===== src/sv/spcp_pkg.sv =====
// Shared types, codes and helpers for the serial pixel command parser.
package spcp_pkg;

  // Parser mode, one-hot coded
  typedef enum logic [3:0] {
    MODE_IDLE   = 4'b0001,
    MODE_BRIGHT = 4'b0010,
    MODE_POS    = 4'b0100,
    MODE_DATA   = 4'b1000
  } mode_e;

  // Result kind, carried on the master-side tuser
  typedef enum logic [1:0] {
    KIND_WRITE     = 2'd0,
    KIND_SHOW      = 2'd1,
    KIND_CLEAR     = 2'd2,
    KIND_SIGNATURE = 2'd3
  } kind_e;

  // Command characters
  localparam logic [7:0] ChClear     = 8'h21;  // '!'
  localparam logic [7:0] ChSignature = 8'h3F;  // '?'
  localparam logic [7:0] ChBright    = 8'h2A;  // '*'
  localparam logic [7:0] ChPosition  = 8'h2B;  // '+'
  localparam logic [7:0] ChData      = 8'h3A;  // ':'
  localparam logic [7:0] ChEnd       = 8'h3B;  // ';'

  localparam logic [7:0] PosNone         = 8'd255;
  localparam logic [7:0] ResetBrightness = 8'd30;

  // Register byte addresses
  localparam logic [2:0] AddrDefaultBrightness = 3'd0;

  // Decoded digit of a received character
  typedef struct packed {
    logic       valid;
    logic [3:0] value;
  } digit_t;

  // Decimal digit '0'..'9'
  function automatic digit_t dec_digit(input logic [7:0] ch);
    digit_t d;
    d.valid = (ch >= 8'h30) && (ch <= 8'h39);
    d.value = 4'(ch - 8'h30);
    return d;
  endfunction

  // Hex digit '0'..'9', 'a'..'f', 'A'..'F'
  function automatic digit_t hex_digit(input logic [7:0] ch);
    digit_t d;
    d.valid = 1'b0;
    d.value = 4'd0;
    if ((ch >= 8'h30) && (ch <= 8'h39)) begin
      d.valid = 1'b1;
      d.value = 4'(ch - 8'h30);
    end else if ((ch >= 8'h61) && (ch <= 8'h66)) begin
      d.valid = 1'b1;
      d.value = 4'(ch - 8'h57);
    end else if ((ch >= 8'h41) && (ch <= 8'h46)) begin
      d.valid = 1'b1;
      d.value = 4'(ch - 8'h37);
    end
    return d;
  endfunction

  // value * 10 + digit, wrapping modulo 256
  function automatic logic [7:0] dec_accum(input logic [7:0] acc, input logic [3:0] dig);
    return 8'({acc, 3'b000} + {acc, 1'b0} + {4'd0, dig});
  endfunction

endpackage


===== src/sv/serial_pixel_command_parser.sv =====
// Serial LED strip command parser: one received character in, at most one strip command out.
//
//  Channel      Ports                         Payload (low bit first)
//  -----------  ----------------------------  -----------------------------------------------
//  rx in        s_axis_tvalid/tready/tdata    tdata[7:0] rx_byte
//  command out  m_axis_tvalid/tready/tdata    tdata: pixel_index, red, green, blue, brightness
//               m_axis_tuser                  tuser[1:0] kind
//  config       APB psel/penable/pwrite/...   0x0 default_brightness[7:0]
//
// A character is registered on transfer, decoded in the next cycle, and its
// command (if any) lands in the output register; one character per cycle while
// the output register is not stalled.
// The input register absorbs one character while the output register is stalled.
// Reset clears mode, position (to "none"), latches and brightness (to 30).
module serial_pixel_command_parser #(
  parameter int PIXEL_COUNT = 64  // strip length, 1..254
) (
  input  logic        clk_i,
  input  logic        rst_ni,
  // received characters
  input  logic        s_axis_tvalid_i,
  output logic        s_axis_tready_o,
  input  logic [7:0]  s_axis_tdata_i,   // [7:0] rx_byte
  // strip commands
  output logic        m_axis_tvalid_o,
  input  logic        m_axis_tready_i,
  output logic [39:0] m_axis_tdata_o,   // [7:0] pixel_index, [15:8] red, [23:16] green,
                                        // [31:24] blue, [39:32] brightness
  output logic [1:0]  m_axis_tuser_o,   // [1:0] kind
  // configuration
  input  logic        psel_i,
  input  logic        penable_i,
  input  logic        pwrite_i,
  input  logic [2:0]  paddr_i,
  input  logic [31:0] pwdata_i,
  output logic [31:0] prdata_o,
  output logic        pready_o
);

  localparam logic [7:0] PixelCountC = 8'(PIXEL_COUNT);

  // Configuration register
  logic [7:0] default_bright_q;
  logic       cfg_write;

  assign pready_o  = 1'b1;
  assign cfg_write = psel_i && penable_i && pwrite_i &&
                     (paddr_i == spcp_pkg::AddrDefaultBrightness);
  assign prdata_o  = (paddr_i == spcp_pkg::AddrDefaultBrightness) ? {24'd0, default_bright_q}
                                                                   : 32'd0;

  always_ff @(posedge clk_i or negedge rst_ni) begin
    if (!rst_ni) begin
      default_bright_q <= spcp_pkg::ResetBrightness;
    end else if (cfg_write) begin
      default_bright_q <= pwdata_i[7:0];
    end
  end

  // Input register
  logic       in_valid_q;
  logic [7:0] in_byte_q;
  logic       advance;

  // Advance the held character when the output register is free or draining
  assign advance         = in_valid_q && (!m_axis_tvalid_o || m_axis_tready_i);
  assign s_axis_tready_o = !in_valid_q || advance;

  always_ff @(posedge clk_i or negedge rst_ni) begin
    if (!rst_ni) begin
      in_valid_q <= 1'b0;
    end else if (s_axis_tready_o) begin
      in_valid_q <= s_axis_tvalid_i;
    end
  end

  always_ff @(posedge clk_i) begin
    if (s_axis_tvalid_i && s_axis_tready_o) begin
      in_byte_q <= s_axis_tdata_i;
    end
  end

  // Parser state
  spcp_pkg::mode_e mode_q, mode_d;
  logic [7:0] pos_q, pos_d;
  logic [1:0] chan_q, chan_d;
  logic [7:0] red_q, red_d;
  logic [7:0] green_q, green_d;
  logic [7:0] bright_q, bright_d;
  logic       restart_q, restart_d;

  // Command decode
  logic            emit;
  spcp_pkg::kind_e emit_kind;
  logic [39:0]     emit_data;
  spcp_pkg::digit_t dec, hex;
  logic [7:0]      level;
  logic [7:0]      pos_base;
  logic [7:0]      bright_use;

  assign dec        = spcp_pkg::dec_digit(in_byte_q);
  assign hex        = spcp_pkg::hex_digit(in_byte_q);
  assign level      = {hex.value, hex.value};  // nibble * 17
  assign pos_base   = (pos_q == spcp_pkg::PosNone) ? 8'd0 : pos_q;
  assign bright_use = (bright_q == 8'd0) ? default_bright_q : bright_q;

  always_comb begin
    mode_d    = mode_q;
    pos_d     = pos_q;
    chan_d    = chan_q;
    red_d     = red_q;
    green_d   = green_q;
    bright_d  = bright_q;
    restart_d = restart_q;
    emit      = 1'b0;
    emit_kind = spcp_pkg::KIND_WRITE;
    emit_data = '0;

    case (in_byte_q)
      spcp_pkg::ChClear: begin
        pos_d     = spcp_pkg::PosNone;
        emit      = 1'b1;
        emit_kind = spcp_pkg::KIND_CLEAR;
      end
      spcp_pkg::ChSignature: begin
        emit      = 1'b1;
        emit_kind = spcp_pkg::KIND_SIGNATURE;
      end
      spcp_pkg::ChBright: begin
        mode_d    = spcp_pkg::MODE_BRIGHT;
        bright_d  = 8'd0;
        pos_d     = spcp_pkg::PosNone;
        restart_d = 1'b1;
      end
      spcp_pkg::ChPosition: begin
        mode_d    = spcp_pkg::MODE_POS;
        pos_d     = spcp_pkg::PosNone;
        restart_d = 1'b0;
      end
      spcp_pkg::ChData: begin
        mode_d = spcp_pkg::MODE_DATA;
        if (restart_q) begin
          pos_d = 8'd0;
        end
        chan_d = 2'd0;
      end
      spcp_pkg::ChEnd: begin
        // Show only when at least one pixel was positioned
        emit      = (pos_q != 8'd0) && (pos_q != spcp_pkg::PosNone);
        emit_kind = spcp_pkg::KIND_SHOW;
        mode_d    = spcp_pkg::MODE_IDLE;
        pos_d     = spcp_pkg::PosNone;
        chan_d    = 2'd0;
        restart_d = 1'b1;
      end
      default: begin
        unique case (mode_q)
          spcp_pkg::MODE_DATA: begin
            // Drop everything once past the strip end or for non-hex characters
            if ((pos_q < PixelCountC) && hex.valid) begin
              if (chan_q == 2'd0) begin
                red_d  = level;
                chan_d = 2'd1;
              end else if (chan_q == 2'd1) begin
                green_d = level;
                chan_d  = 2'd2;
              end else begin
                bright_d  = bright_use;
                emit      = 1'b1;
                emit_kind = spcp_pkg::KIND_WRITE;
                emit_data = {bright_use, level, green_q, red_q, pos_q};
                chan_d    = 2'd0;
                pos_d     = pos_q + 8'd1;
              end
            end
          end
          spcp_pkg::MODE_POS: begin
            if (dec.valid) begin
              pos_d = spcp_pkg::dec_accum(pos_base, dec.value);
            end
          end
          spcp_pkg::MODE_BRIGHT: begin
            if (dec.valid) begin
              bright_d = spcp_pkg::dec_accum(bright_q, dec.value);
            end
          end
          spcp_pkg::MODE_IDLE: begin
            // ignore stray characters
          end
          default: begin
            mode_d = spcp_pkg::MODE_IDLE;
          end
        endcase
      end
    endcase
  end

  always_ff @(posedge clk_i or negedge rst_ni) begin
    if (!rst_ni) begin
      mode_q    <= spcp_pkg::MODE_IDLE;
      pos_q     <= spcp_pkg::PosNone;
      chan_q    <= 2'd0;
      red_q     <= 8'd0;
      green_q   <= 8'd0;
      bright_q  <= spcp_pkg::ResetBrightness;
      restart_q <= 1'b1;
    end else if (advance) begin
      mode_q    <= mode_d;
      pos_q     <= pos_d;
      chan_q    <= chan_d;
      red_q     <= red_d;
      green_q   <= green_d;
      bright_q  <= bright_d;
      restart_q <= restart_d;
    end
  end

  // Output register: load on an emitting character, clear on transfer
  logic        out_valid_q;
  logic [39:0] out_data_q;
  logic [1:0]  out_kind_q;

  always_ff @(posedge clk_i or negedge rst_ni) begin
    if (!rst_ni) begin
      out_valid_q <= 1'b0;
    end else if (advance) begin
      out_valid_q <= emit;
    end else if (m_axis_tready_i) begin
      out_valid_q <= 1'b0;
    end
  end

  always_ff @(posedge clk_i) begin
    if (advance && emit) begin
      out_data_q <= emit_data;
      out_kind_q <= emit_kind;
    end
  end

  assign m_axis_tvalid_o = out_valid_q;
  assign m_axis_tdata_o  = out_data_q;
  assign m_axis_tuser_o  = out_kind_q;

endmodule

===== config.mk =====
export PLATFORM = sky130hd
export DESIGN_NAME = serial_pixel_command_parser
export DESIGN_NICKNAME = d
export VERILOG_FILES = /design/src/sv/spcp_pkg.sv /design/src/sv/serial_pixel_command_parser.sv
export SDC_FILE = /design/constraint.sdc
export NUM_CORES = 1
export LEC_CHECK = 0
export ABC_AREA = 1
export BUFFER_PORTS_ARGS = -buffer_cell sky130_fd_sc_hd__buf_4
export CAP_MARGIN = 10
export CORE_MARGIN = 4
export CORE_UTILIZATION = 50
export CTS_BUF_LIST = sky130_fd_sc_hd__clkbuf_2
export DETAILED_ROUTE_END_ITERATION = 10
export HOLD_SLACK_MARGIN = 0.06
export PLACE_DENSITY = 0.79
export SLEW_MARGIN = 20
export SYNTH_ARGS = -nofsm -noshare
export SYNTH_HDL_FRONTEND = slang
export SYNTH_SLANG_ARGS = --single-unit

===== constraint.sdc =====
create_clock -name clk_i -period 3.1 [get_ports clk_i]
set_input_delay 0.155 -clock clk_i [delete_from_list [all_inputs] [get_ports clk_i]]
set_output_delay 0.155 -clock clk_i [all_outputs]
set_load 0.01 [all_outputs]

==> results.py <==
metrics = {
    "outcome": {
        "status": "completed",
    },
    "timing": {
        "worst_pin_slew_ns": 0.544,
        "fin_crit_ns": 2.93,
        "setup_tns_ns": 0,
        "slew_viol_final": 0,
        "rsz0062_at_grt": "yes",
        "setup_violations": 0,
        "max_freq_mhz": 341,
        "fin_skew_ns": 0.0315,
        "hold_viol_final": 0,
        "slew_headroom": 0.634,
        "finalCritPeriodShare": 0.946,
    },
    "layout": {
        "layout_commonest_cell": "nand2_1",
        "drive_gt1_frac": 0.226,
        "mostFrequentLayoutCells": "174 x nand2_1, 87 x buf_4, 81 x inv_1",
        "num_antenna_cells": 0,
        "area_delta_synth_final_pct": 22.4,
        "fillCellCount": 834,
        "fin_nets": 836,
    },
    "pwr": {
        "vdd_drop_max_mv": 0.322,
        "p_leak_nw": 3.11,
        "power_density_nw_per_um2": 460,
        "p_total_w": 0.00290,
    },
    "synthesis": {
        "synth_cell_types": 36,
        "yosysSeqAreaShare": 0.425,
        "synth.avg_cell_area_sq_um": 7.99,
        "synth_warnings": 0,
        "ys_ff_latch": 79,
        "synth.cell_area_sq_um": 5150,
        "synthCells": 644,
    },
    "routing": {
        "via_count": 4547,
        "drt-initial-drc-count": 263,
        "ant_nets": 0,
        "wl_mm": 12.2,
        "via_per_inst": 5.09,
        "drtPass1Iterations": 5,
        "post_drt_wl_per_cell_microns": 13.6,
        "drc": 0,
    },
    "floorplan": {
        "start_util": 0.519,
        "pin_count": 127,
        "die-area_sq_um": 12000,
        "coreArea_sq_um": 9910,
        "die_h_microns": 109,
        "die_w_microns": 109,
        "rows": 36,
    },
    "setup_path": {
        "cp.arrival_ns": 3.46,
        "crit_required_ns": 3.62,
        "cp-end-kind": "flip-flop",
        "start_kind": "flip-flop",
        "path_class": "flip-flop to flip-flop",
        "worstPathMaxFanout": 3,
        "r2r_cells": 22,
    },
    "clocking": {
        "cts_buffer_depth": 2,
        "clock-root-buffer": "clkbuf_2",
        "worstSkewPairLatency_ns": 0.55,
        "clkSinkCount": 79,
        "htreeDepth": 3,
        "numCtsBuffers": 9,
        "cts_tree": "built",
        "clk_pin_slew_ns": 0.22,
    },
    "global_route": {
        "grt_usage": 0.216,
        "grt_pass1_wl_mm": 20.3,
        "antenna_found_initial": 0,
        "overflow": 0,
        "grt_max_degree": 42,
        "grt_pass1_vias": 4516,
    },
    "place": {
        "place_congestion": 0.938,
        "io_buffers": 77,
        "dp_hpwl_mm": 8.70,
    },
    "worst_hold_path": {
        "hold_class": "input port to flip-flop",
        "hold_depth": 4,
    },
    "job": {
        "drv_cap": 0,
    },
}
-- metrics by stage --
step                      hold WS [ns]  area, sq um  instances  setup WS, ns   util
after floorplan                 -0.141         5240        669        0.0810      -
after global placement           0.165         5730        842        0.0250  0.578
after detailed placement         0.175         5730        842        -0.128  0.578
after CTS                       0.0606         6220        892       0.00247  0.628
after global routing            0.0838         6300        893       -0.0437  0.636
final                           0.0940         6300        893         0.166  0.636
-- kinds of logic after synthesis --
logic type,Yosys count,share of synthesized area
and+or+nand+nor,336,0.296
buffers and inverters,137,0.132
DFF,79,0.425
AOI/OAI and AO/OA,57,0.0603
adders and majority gates,31,0.0812
xor gates and xnor gates,2,0.00340
other,2,0.00146
-- what timing repair did --
item                                   CTS  global route
endpoints found under the hold margin   59             0
pin swaps                                2            11
resized for setup                        7            18
setup endpoints to repair                4             5
hold buffers                            32             0
buffers inserted                         2             1
-- worst max-delay path, stage by stage, from the launching register on --
cell     delay, ns
dfstp_2       0.60
ha_4          0.16
nand2_4       0.06
nor2_4        0.13
nand3_4       0.10
nor3_4        0.17
buf_6         0.14
nor2_2        0.04
inv_1         0.06
fa_1          0.42
inv_2         0.10
ha_4          0.20
nand2_2       0.05
inv_2         0.04
nand2_2       0.06
nand2_2       0.06
nand2_1       0.05
nand2_1       0.06
o21ai_2       0.14
nand2_1       0.07
nand2_1       0.07
nand3_1       0.08
nand2_1       0.07
-- final cells by class --
cell class | count | area, sq um | share of cell area
Sequential cell | 79 | 2190 | 0.347
Clock buffer | 10 | 50.0 | 0.00794
Clock inverter | 6 | 85.1 | 0.0135
Multi-Input combinational cell | 453 | 2460 | 0.391
Timing Repair Buffer | 121 | 1000 | 0.159
Tap cell | 133 | 166 | 0.0264
Inverter | 91 | 342 | 0.0542
-- Yosys cell counts --
cell type | n | area share
nand2_1 | 178 | 0.13
nand4_1 | 16 | 0.019
ha_1 | 27 | 0.066
nand4_2 | 1 | 0.0024
dfstp_2 | 18 | 0.092
a21oi_1 | 13 | 0.013
o22ai_1 | 1 | 0.0012
nand3_4 | 1 | 0.0034
dfrtp_1 | 23 | 0.11
nor3_2 | 1 | 0.0019
clkbuf_1 | 2 | 0.0015
a21oi_2 | 3 | 0.0051
nand2_4 | 1 | 0.0022
xor2_1 | 2 | 0.0034
nor2_4 | 4 | 0.0087
inv_2 | 7 | 0.0051
o21ai_0 | 35 | 0.034
buf_4 | 37 | 0.054
buf_2 | 4 | 0.0039
nor2_1 | 60 | 0.044
fa_1 | 4 | 0.016
o211ai_1 | 3 | 0.0044
nor3_1 | 4 | 0.0039
inv_1 | 84 | 0.061
nand2_2 | 6 | 0.0073
buf_6 | 3 | 0.0066
edfxtp_1 | 38 | 0.22
a21boi_0 | 1 | 0.0015
nand3b_1 | 4 | 0.0058
nand3_1 | 49 | 0.048
nand3_2 | 6 | 0.012
or3_1 | 1 | 0.0012
nor3_4 | 1 | 0.0032
o21bai_1 | 1 | 0.0015
nor2_2 | 3 | 0.0036
conb_1 | 2 | 0.0015
-- registers in the layout, summed over array words and instances, names as in the netlist, 4 cells and up --
register	flops
red_q	4
green_q	4
pos_q	8
bright_q	8
m_axis_tdata_o	28
mode_q	4
default_bright_q	8
in_byte_q	8
-- power breakdown --
group / internal [W] / switching [W] / total (W) / leakage (nW)
Combinational: 0.000376 / 0.000594 / 0.000970 / 2.19
Clock: 0.000268 / 0.000359 / 0.000627 / 0.0812
Sequential: 0.00121 / 0.0000843 / 0.00130 / 0.838
-- final timing paths --
path,end,slack [ns],start
min,default_bright_q[1],0.09,penable_i
min in group asynchronous,bright_q[5],0.12,rst_ni
max reg2reg,pos_q[5],0.17,pos_q[1]
min reg2reg,restart_q,0.52,restart_q
max in group asynchronous,pos_q[1],2.58,rst_ni
max,pos_q[5],0.17,pos_q[1]
-- routing by layer --
| layer | routed length [microns] | share of wire | track usage | vias to the layer above |
|---|---|---|---|---|
| met1 | 4850 | 0.40 | 0.262 | 2111 |
| met3 | 807 | 0.066 | 0.0505 | 34 |
| li1 | - | - | - | 2228 |
| met4 | 309 | 0.025 | 0.0828 | 0 |
| met5 | 0 | 0 | 0 | - |
| met2 | 6200 | 0.51 | 0.371 | 174 |
Note: power is estimated with default switching activity, not from simulation.
